**src/rtl/sfr_pkg.sv**
```systemverilog
// ----------------------------------------------------------------------------
// sfr_pkg
// Shared types and constants for the streaming find-and-replace block.
// ----------------------------------------------------------------------------
package sfr_pkg;

    // Widths of the text and register fields
    localparam int BYTE_W     = 8;
    localparam int WORD_W     = 64;
    localparam int LEN_W      = 4;
    localparam int CFG_IDX_W  = 8;

    // Default pattern window depth
    localparam int MAX_PATTERN_DEF = 8;

    // Result burst buffer: one item yields at most this many results
    localparam int BURST_DEPTH = 8;
    localparam int BURST_LEN_W = 4;

    // Configuration register indexes
    typedef enum logic [CFG_IDX_W-1:0] {
        CFG_PATTERN_BYTES      = 8'd0,
        CFG_PATTERN_LENGTH     = 8'd1,
        CFG_REPLACEMENT_BYTES  = 8'd2,
        CFG_REPLACEMENT_LENGTH = 8'd3
    } cfg_index_t;

    // Results of one input item, handed from the window to the output buffer
    typedef struct packed {
        logic [BURST_DEPTH-1:0][BYTE_W-1:0] data;
        logic [BURST_LEN_W-1:0]             len;   // zero: no result
        logic                               last;  // final item of the text
        logic                               bare;  // lone end marker
    } burst_t;

endpackage

```
**src/rtl/sfr_in_if.sv**
```systemverilog
// ----------------------------------------------------------------------------
// sfr_in_if
// Input text channel: one byte or end marker per transfer.
// ----------------------------------------------------------------------------
interface sfr_in_if;
    logic       valid;
    logic       ready;
    logic [7:0] text_byte;
    logic       byte_present;
    logic       end_of_text;

    modport source (output valid, output text_byte, output byte_present,
                    output end_of_text, input ready);
    modport sink   (input valid, input text_byte, input byte_present,
                    input end_of_text, output ready);
endinterface

```
**src/rtl/sfr_out_if.sv**
```systemverilog
// ----------------------------------------------------------------------------
// sfr_out_if
// Output text channel: one rewritten byte or end marker per transfer.
// ----------------------------------------------------------------------------
interface sfr_out_if;
    logic       valid;
    logic       ready;
    logic [7:0] out_byte;
    logic       out_present;
    logic       out_last;

    modport source (output valid, output out_byte, output out_present,
                    output out_last, input ready);
    modport sink   (input valid, input out_byte, input out_present,
                    input out_last, output ready);
endinterface

```
**src/rtl/sfr_cfg_if.sv**
```systemverilog
// ----------------------------------------------------------------------------
// sfr_cfg_if
// Configuration write channel: register index and write data.
// ----------------------------------------------------------------------------
interface sfr_cfg_if;
    logic        valid;
    logic        ready;
    logic [7:0]  index;
    logic [63:0] data;

    modport source (output valid, output index, output data, input ready);
    modport sink   (input valid, input index, input data, output ready);
endinterface

```
**src/rtl/sfr_window.sv**
```systemverilog
// ----------------------------------------------------------------------------
// sfr_window
// Configuration registers and pending window. Decides every accepted item
// combinationally, in the cycle it is accepted: parallel compare against the
// pattern, then builds the burst of results for that item.
// ----------------------------------------------------------------------------
module sfr_window
    import sfr_pkg::*;
#(
    parameter int MAX_PATTERN = MAX_PATTERN_DEF
)
(
    input  logic              clk,
    input  logic              rst_n,
    sfr_cfg_if.sink           cfg,
    input  logic              accept,
    input  logic [BYTE_W-1:0] text_byte,
    input  logic              byte_present,
    input  logic              end_of_text,
    output burst_t            burst
);

    localparam int CNT_W = $clog2(MAX_PATTERN + 1);

    logic [WORD_W-1:0] pattern_bytes_reg, pattern_bytes_next;
    logic [LEN_W-1:0]  pattern_length_reg, pattern_length_next;
    logic [WORD_W-1:0] replacement_bytes_reg, replacement_bytes_next;
    logic [LEN_W-1:0]  replacement_length_reg, replacement_length_next;
    logic [CNT_W-1:0]  count_reg, count_next;
    logic [MAX_PATTERN-1:0][BYTE_W-1:0] window_reg, window_next;

    logic [CNT_W-1:0]       plen;
    logic [BURST_LEN_W-1:0] rlen;
    logic [CNT_W-1:0]       cnt;
    logic [CNT_W-1:0]       cnt1;
    logic                   full;
    logic                   match;
    logic                   cfg_write;
    logic [MAX_PATTERN-1:0][BYTE_W-1:0] win_ins;
    logic [MAX_PATTERN-1:0][BYTE_W-1:0] win_shift;
    logic [BURST_DEPTH-1:0][BYTE_W-1:0] seq_ins;
    logic [BURST_DEPTH-1:0][BYTE_W-1:0] seq_win;
    logic [BURST_DEPTH-1:0][BYTE_W-1:0] seq;
    logic [BURST_LEN_W-1:0] seq_len;

    assign cfg.ready = 1'b1;
    assign cfg_write = cfg.valid && cfg.ready;

    // Active lengths, clamped to the hardware limits
    always_comb
    begin
        if (pattern_length_reg > LEN_W'(MAX_PATTERN))
            plen = CNT_W'(MAX_PATTERN);
        else
            plen = CNT_W'(pattern_length_reg);
        if (replacement_length_reg > LEN_W'(BURST_DEPTH))
            rlen = BURST_LEN_W'(BURST_DEPTH);
        else
            rlen = BURST_LEN_W'(replacement_length_reg);
    end

    // Window with the new byte written at the fill position, and compare
    always_comb
    begin
        cnt   = (count_reg >= plen) ? '0 : count_reg;
        cnt1  = cnt + 1'b1;
        full  = (cnt1 == plen);
        match = 1'b1;
        for (int k = 0; k < MAX_PATTERN; k++)
        begin
            win_ins[k] = (CNT_W'(k) == cnt) ? text_byte : window_reg[k];
            if ((CNT_W'(k) < plen) && (win_ins[k] != pattern_bytes_reg[k*BYTE_W +: BYTE_W]))
                match = 1'b0;
        end
        for (int k = 0; k < MAX_PATTERN - 1; k++)
            win_shift[k] = win_ins[k+1];
        win_shift[MAX_PATTERN-1] = '0;
        seq_ins = '0;
        seq_win = '0;
        for (int k = 0; k < MAX_PATTERN; k++)
        begin
            seq_ins[k] = win_ins[k];
            seq_win[k] = window_reg[k];
        end
    end

    // Results of this item and next window state
    always_comb
    begin
        pattern_bytes_next      = pattern_bytes_reg;
        pattern_length_next     = pattern_length_reg;
        replacement_bytes_next  = replacement_bytes_reg;
        replacement_length_next = replacement_length_reg;
        window_next             = window_reg;
        count_next              = count_reg;
        seq                     = seq_win;
        seq_len                 = '0;

        if (byte_present)
        begin
            if (plen == '0)
            begin
                // pass through
                seq     = '0;
                seq[0]  = text_byte;
                seq_len = BURST_LEN_W'(1);
            end
            else if (full && match)
            begin
                seq        = replacement_bytes_reg;
                seq_len    = rlen;
                count_next = '0;
            end
            else if (full)
            begin
                // oldest byte leaves; on end of text the whole window flushes
                seq         = seq_ins;
                seq_len     = end_of_text ? BURST_LEN_W'(plen) : BURST_LEN_W'(1);
                window_next = win_shift;
                count_next  = plen - 1'b1;
            end
            else
            begin
                seq         = seq_ins;
                seq_len     = end_of_text ? BURST_LEN_W'(cnt1) : '0;
                window_next = win_ins;
                count_next  = cnt1;
            end
        end
        else
        begin
            seq     = seq_win;
            seq_len = end_of_text ? BURST_LEN_W'(cnt) : '0;
        end

        if (end_of_text)
            count_next = '0;

        if (!accept)
        begin
            window_next = window_reg;
            count_next  = count_reg;
        end

        burst.data = seq;
        burst.len  = seq_len;
        burst.last = end_of_text;
        burst.bare = 1'b0;
        if (end_of_text && (seq_len == '0))
        begin
            burst.data = '0;
            burst.len  = BURST_LEN_W'(1);
            burst.bare = 1'b1;
        end

        // register writes; a new pattern length drops the window
        if (cfg_write)
        begin
            case (cfg.index)
                CFG_PATTERN_BYTES:
                    pattern_bytes_next = cfg.data;
                CFG_PATTERN_LENGTH:
                begin
                    pattern_length_next = cfg.data[LEN_W-1:0];
                    count_next          = '0;
                end
                CFG_REPLACEMENT_BYTES:
                    replacement_bytes_next = cfg.data;
                CFG_REPLACEMENT_LENGTH:
                    replacement_length_next = cfg.data[LEN_W-1:0];
                default:
                    ;
            endcase
        end
    end

    // Control and configuration registers
    always_ff @(posedge clk or negedge rst_n)
    begin
        if (!rst_n)
        begin
            pattern_bytes_reg      <= '0;
            pattern_length_reg     <= '0;
            replacement_bytes_reg  <= '0;
            replacement_length_reg <= '0;
            count_reg              <= '0;
        end
        else
        begin
            pattern_bytes_reg      <= pattern_bytes_next;
            pattern_length_reg     <= pattern_length_next;
            replacement_bytes_reg  <= replacement_bytes_next;
            replacement_length_reg <= replacement_length_next;
            count_reg              <= count_next;
        end
    end

    // Window bytes, no reset
    always_ff @(posedge clk)
    begin
        window_reg <= window_next;
    end

endmodule

```
**src/rtl/sfr_burst.sv**
```systemverilog
// ----------------------------------------------------------------------------
// sfr_burst
// Output register holding the results of one item; hands them out one per
// transfer, oldest first, and frees itself during its final transfer.
// ----------------------------------------------------------------------------
module sfr_burst
    import sfr_pkg::*;
(
    input  logic     clk,
    input  logic     rst_n,
    input  logic     load,
    input  burst_t   burst,
    output logic     load_ready,
    sfr_out_if.source out
);

    logic [BURST_DEPTH-1:0][BYTE_W-1:0] data_reg, data_next;
    logic [BURST_LEN_W-1:0]             remain_reg, remain_next;
    logic                               last_reg, last_next;
    logic                               bare_reg, bare_next;
    logic                               take;

    // Output side
    assign out.valid       = (remain_reg != '0);
    assign out.out_byte    = data_reg[0];
    assign out.out_present = !bare_reg;
    assign out.out_last    = last_reg && (remain_reg == BURST_LEN_W'(1));
    assign take            = out.valid && out.ready;

    // Free when empty or when the final result leaves now
    assign load_ready = (remain_reg == '0) ||
                        ((remain_reg == BURST_LEN_W'(1)) && out.ready);

    // Load a new burst or shift the current one
    always_comb
    begin
        data_next   = data_reg;
        remain_next = remain_reg;
        last_next   = last_reg;
        bare_next   = bare_reg;
        if (load)
        begin
            data_next   = burst.data;
            remain_next = burst.len;
            last_next   = burst.last;
            bare_next   = burst.bare;
        end
        else if (take)
        begin
            for (int k = 0; k < BURST_DEPTH - 1; k++)
                data_next[k] = data_reg[k+1];
            data_next[BURST_DEPTH-1] = '0;
            remain_next = remain_reg - 1'b1;
        end
    end

    always_ff @(posedge clk or negedge rst_n)
    begin
        if (!rst_n)
            remain_reg <= '0;
        else
            remain_reg <= remain_next;
    end

    always_ff @(posedge clk)
    begin
        data_reg <= data_next;
        last_reg <= last_next;
        bare_reg <= bare_next;
    end

endmodule

```
**src/rtl/stream_find_and_replace.sv**
```systemverilog
// ----------------------------------------------------------------------------
// stream_find_and_replace
// Streaming substring find-and-replace over a byte text.
// ----------------------------------------------------------------------------
// Each accepted item is decided in the cycle it is accepted: the new byte is
// written into the pending window, all window bytes are compared with the
// pattern in parallel, and the item's results (up to eight) land in an output
// register that hands out one result per transfer. An item that yields zero
// or one result does not hold the input, so one byte per cycle flows while
// the sink is ready; an item yielding more results holds the input until
// they drain, the next item being accepted during the last transfer. The
// rate is set by the single output port draining that result register.
// Config writes are always accepted; writing pattern_length empties the window.
// ----------------------------------------------------------------------------
module stream_find_and_replace
    import sfr_pkg::*;
#(
    parameter int MAX_PATTERN = MAX_PATTERN_DEF
)
(
    input  logic       clk,
    input  logic       rst_n,
    sfr_in_if.sink     text_in,
    sfr_out_if.source  text_out,
    sfr_cfg_if.sink    cfg
);

    burst_t burst;
    logic   load_ready;
    logic   accept;

    // Input transfer
    assign text_in.ready = load_ready;
    assign accept        = text_in.valid && load_ready;

    sfr_window #(
        .MAX_PATTERN (MAX_PATTERN)
    ) u_window (
        .clk          (clk),
        .rst_n        (rst_n),
        .cfg          (cfg),
        .accept       (accept),
        .text_byte    (text_in.text_byte),
        .byte_present (text_in.byte_present),
        .end_of_text  (text_in.end_of_text),
        .burst        (burst)
    );

    // Every accepted item loads its results; an empty burst leaves the register free
    sfr_burst u_burst (
        .clk        (clk),
        .rst_n      (rst_n),
        .load       (accept),
        .burst      (burst),
        .load_ready (load_ready),
        .out        (text_out)
    );

endmodule
```
**src/flat_wrapper.sv**
```systemverilog
// flat-port wrapper written by rule: the top's interface ports become plain ports
module stream_find_and_replace_flat import sfr_pkg::*;
#(
    parameter int MAX_PATTERN = MAX_PATTERN_DEF
)
  (clk, rst_n, text_in_valid, text_in_text_byte, text_in_byte_present, text_in_end_of_text, text_in_ready, text_out_valid, text_out_out_byte, text_out_out_present, text_out_out_last, text_out_ready, cfg_valid, cfg_index, cfg_data, cfg_ready);
  sfr_in_if text_in_i ();
  sfr_out_if text_out_i ();
  sfr_cfg_if cfg_i ();
  input  logic clk;
  input  logic rst_n;
  input wire logic [$bits(text_in_i.valid)-1:0] text_in_valid;
  input wire logic [$bits(text_in_i.text_byte)-1:0] text_in_text_byte;
  input wire logic [$bits(text_in_i.byte_present)-1:0] text_in_byte_present;
  input wire logic [$bits(text_in_i.end_of_text)-1:0] text_in_end_of_text;
  output wire logic [$bits(text_in_i.ready)-1:0] text_in_ready;
  output wire logic [$bits(text_out_i.valid)-1:0] text_out_valid;
  output wire logic [$bits(text_out_i.out_byte)-1:0] text_out_out_byte;
  output wire logic [$bits(text_out_i.out_present)-1:0] text_out_out_present;
  output wire logic [$bits(text_out_i.out_last)-1:0] text_out_out_last;
  input wire logic [$bits(text_out_i.ready)-1:0] text_out_ready;
  input wire logic [$bits(cfg_i.valid)-1:0] cfg_valid;
  input wire logic [$bits(cfg_i.index)-1:0] cfg_index;
  input wire logic [$bits(cfg_i.data)-1:0] cfg_data;
  output wire logic [$bits(cfg_i.ready)-1:0] cfg_ready;
  assign text_in_i.valid = text_in_valid;
  assign text_in_i.text_byte = text_in_text_byte;
  assign text_in_i.byte_present = text_in_byte_present;
  assign text_in_i.end_of_text = text_in_end_of_text;
  assign text_in_ready = text_in_i.ready;
  assign text_out_valid = text_out_i.valid;
  assign text_out_out_byte = text_out_i.out_byte;
  assign text_out_out_present = text_out_i.out_present;
  assign text_out_out_last = text_out_i.out_last;
  assign text_out_i.ready = text_out_ready;
  assign cfg_i.valid = cfg_valid;
  assign cfg_i.index = cfg_index;
  assign cfg_i.data = cfg_data;
  assign cfg_ready = cfg_i.ready;
  stream_find_and_replace #(.MAX_PATTERN(MAX_PATTERN)) u_core (.clk(clk), .rst_n(rst_n), .text_in(text_in_i), .text_out(text_out_i), .cfg(cfg_i));
endmodule
```
**config.mk**
```make
export PLATFORM = sky130hd
export DESIGN_NAME = stream_find_and_replace_flat
export DESIGN_NICKNAME = d
export VERILOG_FILES = /design/src/rtl/sfr_pkg.sv /design/src/rtl/sfr_in_if.sv /design/src/rtl/sfr_out_if.sv /design/src/rtl/sfr_cfg_if.sv /design/src/rtl/sfr_window.sv /design/src/rtl/sfr_burst.sv /design/src/rtl/stream_find_and_replace.sv /design/src/flat_wrapper.sv
export SDC_FILE = /design/constraint.sdc
export NUM_CORES = 1
export LEC_CHECK = 0
export BUFFER_PORTS_ARGS = -buffer_cell sky130_fd_sc_hd__buf_2
export CORE_ASPECT_RATIO = 0.6
export CORE_MARGIN = 1.5
export CORE_UTILIZATION = 25
export DETAILED_ROUTE_END_ITERATION = 10
export PLACE_DENSITY = 0.5
export SLEW_MARGIN = 15
export SYNTH_ARGS = -nofsm -noshare
export SYNTH_HDL_FRONTEND = slang
export SYNTH_SLANG_ARGS = --single-unit
```
**constraint.sdc**
```tcl
create_clock -name clk -period 5.95 [get_ports clk]
set_input_delay 0 -clock clk [delete_from_list [all_inputs] [get_ports clk]]
set_output_delay 0 -clock clk [all_outputs]
set_load 0.02 [all_outputs]
```
==> flow_summary_export.csv <==
group,metric,value,unit
status,status,"finished with violations",
status,violations,"hold timing",
critical_path,crit_fanout,37,
pwr,power.density,362,nW/um^2
synth,synth_seq_cells,274,
sta,fmax,171,MHz
floorplanning,design.die.area,63800,sq um
floorplanning,core,61200,sq um
layout,layout_common_cells,"nor2_1, dfrtp_1, mux2_2",
critical_path,worstPathCellList,"inv_2 -> nand2_2 -> inv_2 -> ha_1 -> nor3b_4 -> buf_4 -> o211a_1 -> buf_4 -> nand4_1 -> a32oi_2 -> o2111a_1 -> nand2_1 -> a211oi_4 -> buf_4 -> o211ai_4 -> mux2_2 -> a221oi_4 -> and4_4 -> clkbuf_16 -> a211oi_1",
worst_hold_path,min_path_type,"in2async",
synth,synth.area.mux_share,13.3,%
critical_path,crit_slowest_cell,"buf_4",
synth,yosys.area_share.simple,11.6,%
global_route,grt_pass1_vias,12500,
critical_path,r2r_end,"u_core.u_burst.out.out_byte[1]",
global_route,grt_max_degree,104,
synth,synth_top_cell_by_area,"edfxtp_1",
critical_path,r2r_slack,110,ps
sta,setup_ws,113,ps
clock_network,clockBufferDepth,3,
floorplanning,io_pins,100,
synth,synthArstFlopShare,52.6,%
synth,synth_top_area_share,25.1,%
synth,synth_fa_ha_area_share,1.13,%
clock_network,clk_pin_slew_worst_paths,70,ps
critical_path,slowest_delay,490,ps
pwr,p_leak,8.27,nW
sta,setup_viol,0,
floorplanning,rows,70,
sta,slew_violations,0,
synth,synth_ff_type,"dfrtp_1",
critical_path,cpMostUsedCell,"buf_4",
floorplanning,start_util,25.4,%
global_route,overflow,0,
job,maxCapViolCount,0,
layout,nNetsFinal,1735,
sta,fin_crit,5840,ps
layout,diodes,0,
place,port_buffers,98,
critical_path,required,6260,ps
clock_network,cts-root-buf,"clkbuf_16",
critical_path,critical_path_class,"reg2reg",
synth,synth_top_family_by_area,"compound AO/OA/AOI/OAI gates",
sta,tns,0,ps
critical_path,cp.arrival,6150,ps
sta,worst_pin_slew,1040,ps
layout,syn_to_final_growth,23.6,%
routing,via_count,13100,
sta,relSlewSlack,30.5,%
critical_path,r2r_cells,20,
critical_path,cp-end-kind,"register",
routing,drc,0,
critical_path,worstReg2RegStart,"u_core.u_window.pattern_length_reg[3]",
synth,synth_cell_types,76,
clock_network,numCtsBuffers,28,
clock_network,h-tree-depth,1,
layout,final_common_cell,"nor2_1",
synth,synth_edf_count,130,
critical_path,startpoint_type,"register",
synth,synthXorXnorAreaFrac,4.22,%
floorplanning,die_x,325,um
routing,drtIter0Drc,1646,
clock_network,insertion_delay,590,ps
global_route,track_usage,17.6,%
synth,synth-compound-area-share,17.0,%
layout,nFillCells,6247,
clock_network,clock-sinks,274,
routing,wl_per_cell,23.6,um
synth,synth.net_count,1568,
sta,hold_viol_final,7,
layout,drive_above_1_share,24.9,%
sta,finalCritPeriodShare,98.1,%
routing,drt-pass1-iter-count,5,
pwr,ir_drop,220,uV
synth,ys_warn_count,0,
synth,ys_seq_area_share,48.3,%
floorplanning,chipHeight,196,um
routing,via_per_inst,5.26,
sta,finClkSkew,25.3,ps
place,dp_hpwl,40.3,mm
synth,syn_avg_cell_area,10.6,sq um
synth,synthTopCellsByArea,"edfxtp_1, dfrtp_1, mux2_2",
place,place_ws,-188,ps
place,globalplace.congestion,0.918,
routing,routed_wl,58.6,mm
sta,whs,-16.0,ps
synth,synth.cell_area,15500,sq um
global_route,grt_pass1_wl,84.8,mm
synth,synthCells,1467,
clock_network,cts_tree,"built",
routing,ant_nets,0,
global_route,grt_antenna_before_repair,0,
how the worst max path moves through the flow:
| stage | end | cells past startpoint | start |
|---|---|---|---|
| floorplan | u_core.u_window.seq_win[0] | 22 | u_core.u_window.pattern_length_reg[3] |
| global placement | u_core.u_burst.data_reg[35] | 24 | u_core.u_window.pattern_length_reg[3] |
| detailed placement | u_core.u_burst.data_reg[40] | 24 | u_core.u_window.pattern_length_reg[3] |
| CTS | u_core.u_window.seq_win[29] | 22 | u_core.u_window.pattern_length_reg[3] |
| global route | u_core.u_burst.data_reg[46] | 23 | u_core.u_window.pattern_length_reg[3] |
| finish | u_core.u_burst.out.out_byte[1] | 20 | u_core.u_window.pattern_length_reg[3] |
through the flow:
step	power [W]	hold WS [ps]	util [%]	instance area, sq um	instances
floorplan	0.00402	-296	-	15500	1467
global placement	0.00475	53.5	27.9	17100	2335
detailed placement	0.00477	64.2	27.9	17100	2335
CTS	0.00685	7.82	30.9	18900	2467
global route	0.00726	30.2	31.4	19200	2484
finish	0.00695	-16.0	31.4	19200	2484
layout make-up:
cell class / instances / area [sq um] / share of cell area (%)
Inverter: 33 / 134 / 0.696
Timing Repair Buffer: 253 / 1990 / 10.3
Multi-Input combinational cell: 1044 / 7550 / 39.3
Clock buffer: 43 / 892 / 4.64
Clock inverter: 9 / 118 / 0.612
Tap cell: 828 / 1040 / 5.39
Sequential cell: 274 / 7510 / 39.1
kinds of logic (layout without fill, tap and decap cells):
| family | Yosys count | after routing |
|---|---|---|
| DFF | 274 | 274 |
| AOI/OAI and AO/OA | 355 | 356 |
| adders and majority gates | 14 | 14 |
| buffers and inverters | 150 | 338 |
| other | 1 | 1 |
| and+or+nand+nor | 409 | 409 |
| muxes | 189 | 189 |
| xor gates and xnor gates | 75 | 75 |
report_power, final:
group | total [W] | leakage (nW) | internal (W) | switching (W)
sequential | 0.00256 | 3.18 | 0.00239 | 0.000175
clock | 0.00197 | 0.483 | 0.00113 | 0.000847
combinational | 0.00241 | 4.60 | 0.000917 | 0.00150
cell usage after synthesis (31+ instances only):
cell type,instances
a211oi_1,38
nor2_1,196
a21oi_1,81
dfrtp_1,144
xnor2_1,40
o22ai_1,33
clkbuf_1,81
xor2_1,35
nand2_1,103
o2111ai_1,32
mux2_2,135
mux2i_1,53
edfxtp_1,130
inv_1,31
routing by layer:
layer | wire length (um) | global-route usage (%)
met5 | 0 | 0
met2 | 21600 | 22.5
met4 | 893 | 2.70
met3 | 6940 | 5.81
met1 | 29200 | 28.1
critical path, delay by kind of cell (launching register included):
family | cells | cell delay [ps]
flops | 1 | 450
mux | 1 | 350
simple gates | 5 | 1090
compound gates | 7 | 1970
fa+ha+maj | 1 | 250
buf+inv | 6 | 1390
repair_timing:
| item | 4_1_cts | 5_1_grt |
|---|---|---|
| pin swaps | 2 | 6 |
| hold buffers | 75 | 0 |
| buffers inserted | 4 | 12 |
| cloned | 1 | 5 |
| resized for setup | 10 | 27 |
| endpoints found under the setup margin | 122 | 124 |
| endpoints found under the hold margin | 222 | 0 |
Power figures use the tool's default switching activity.
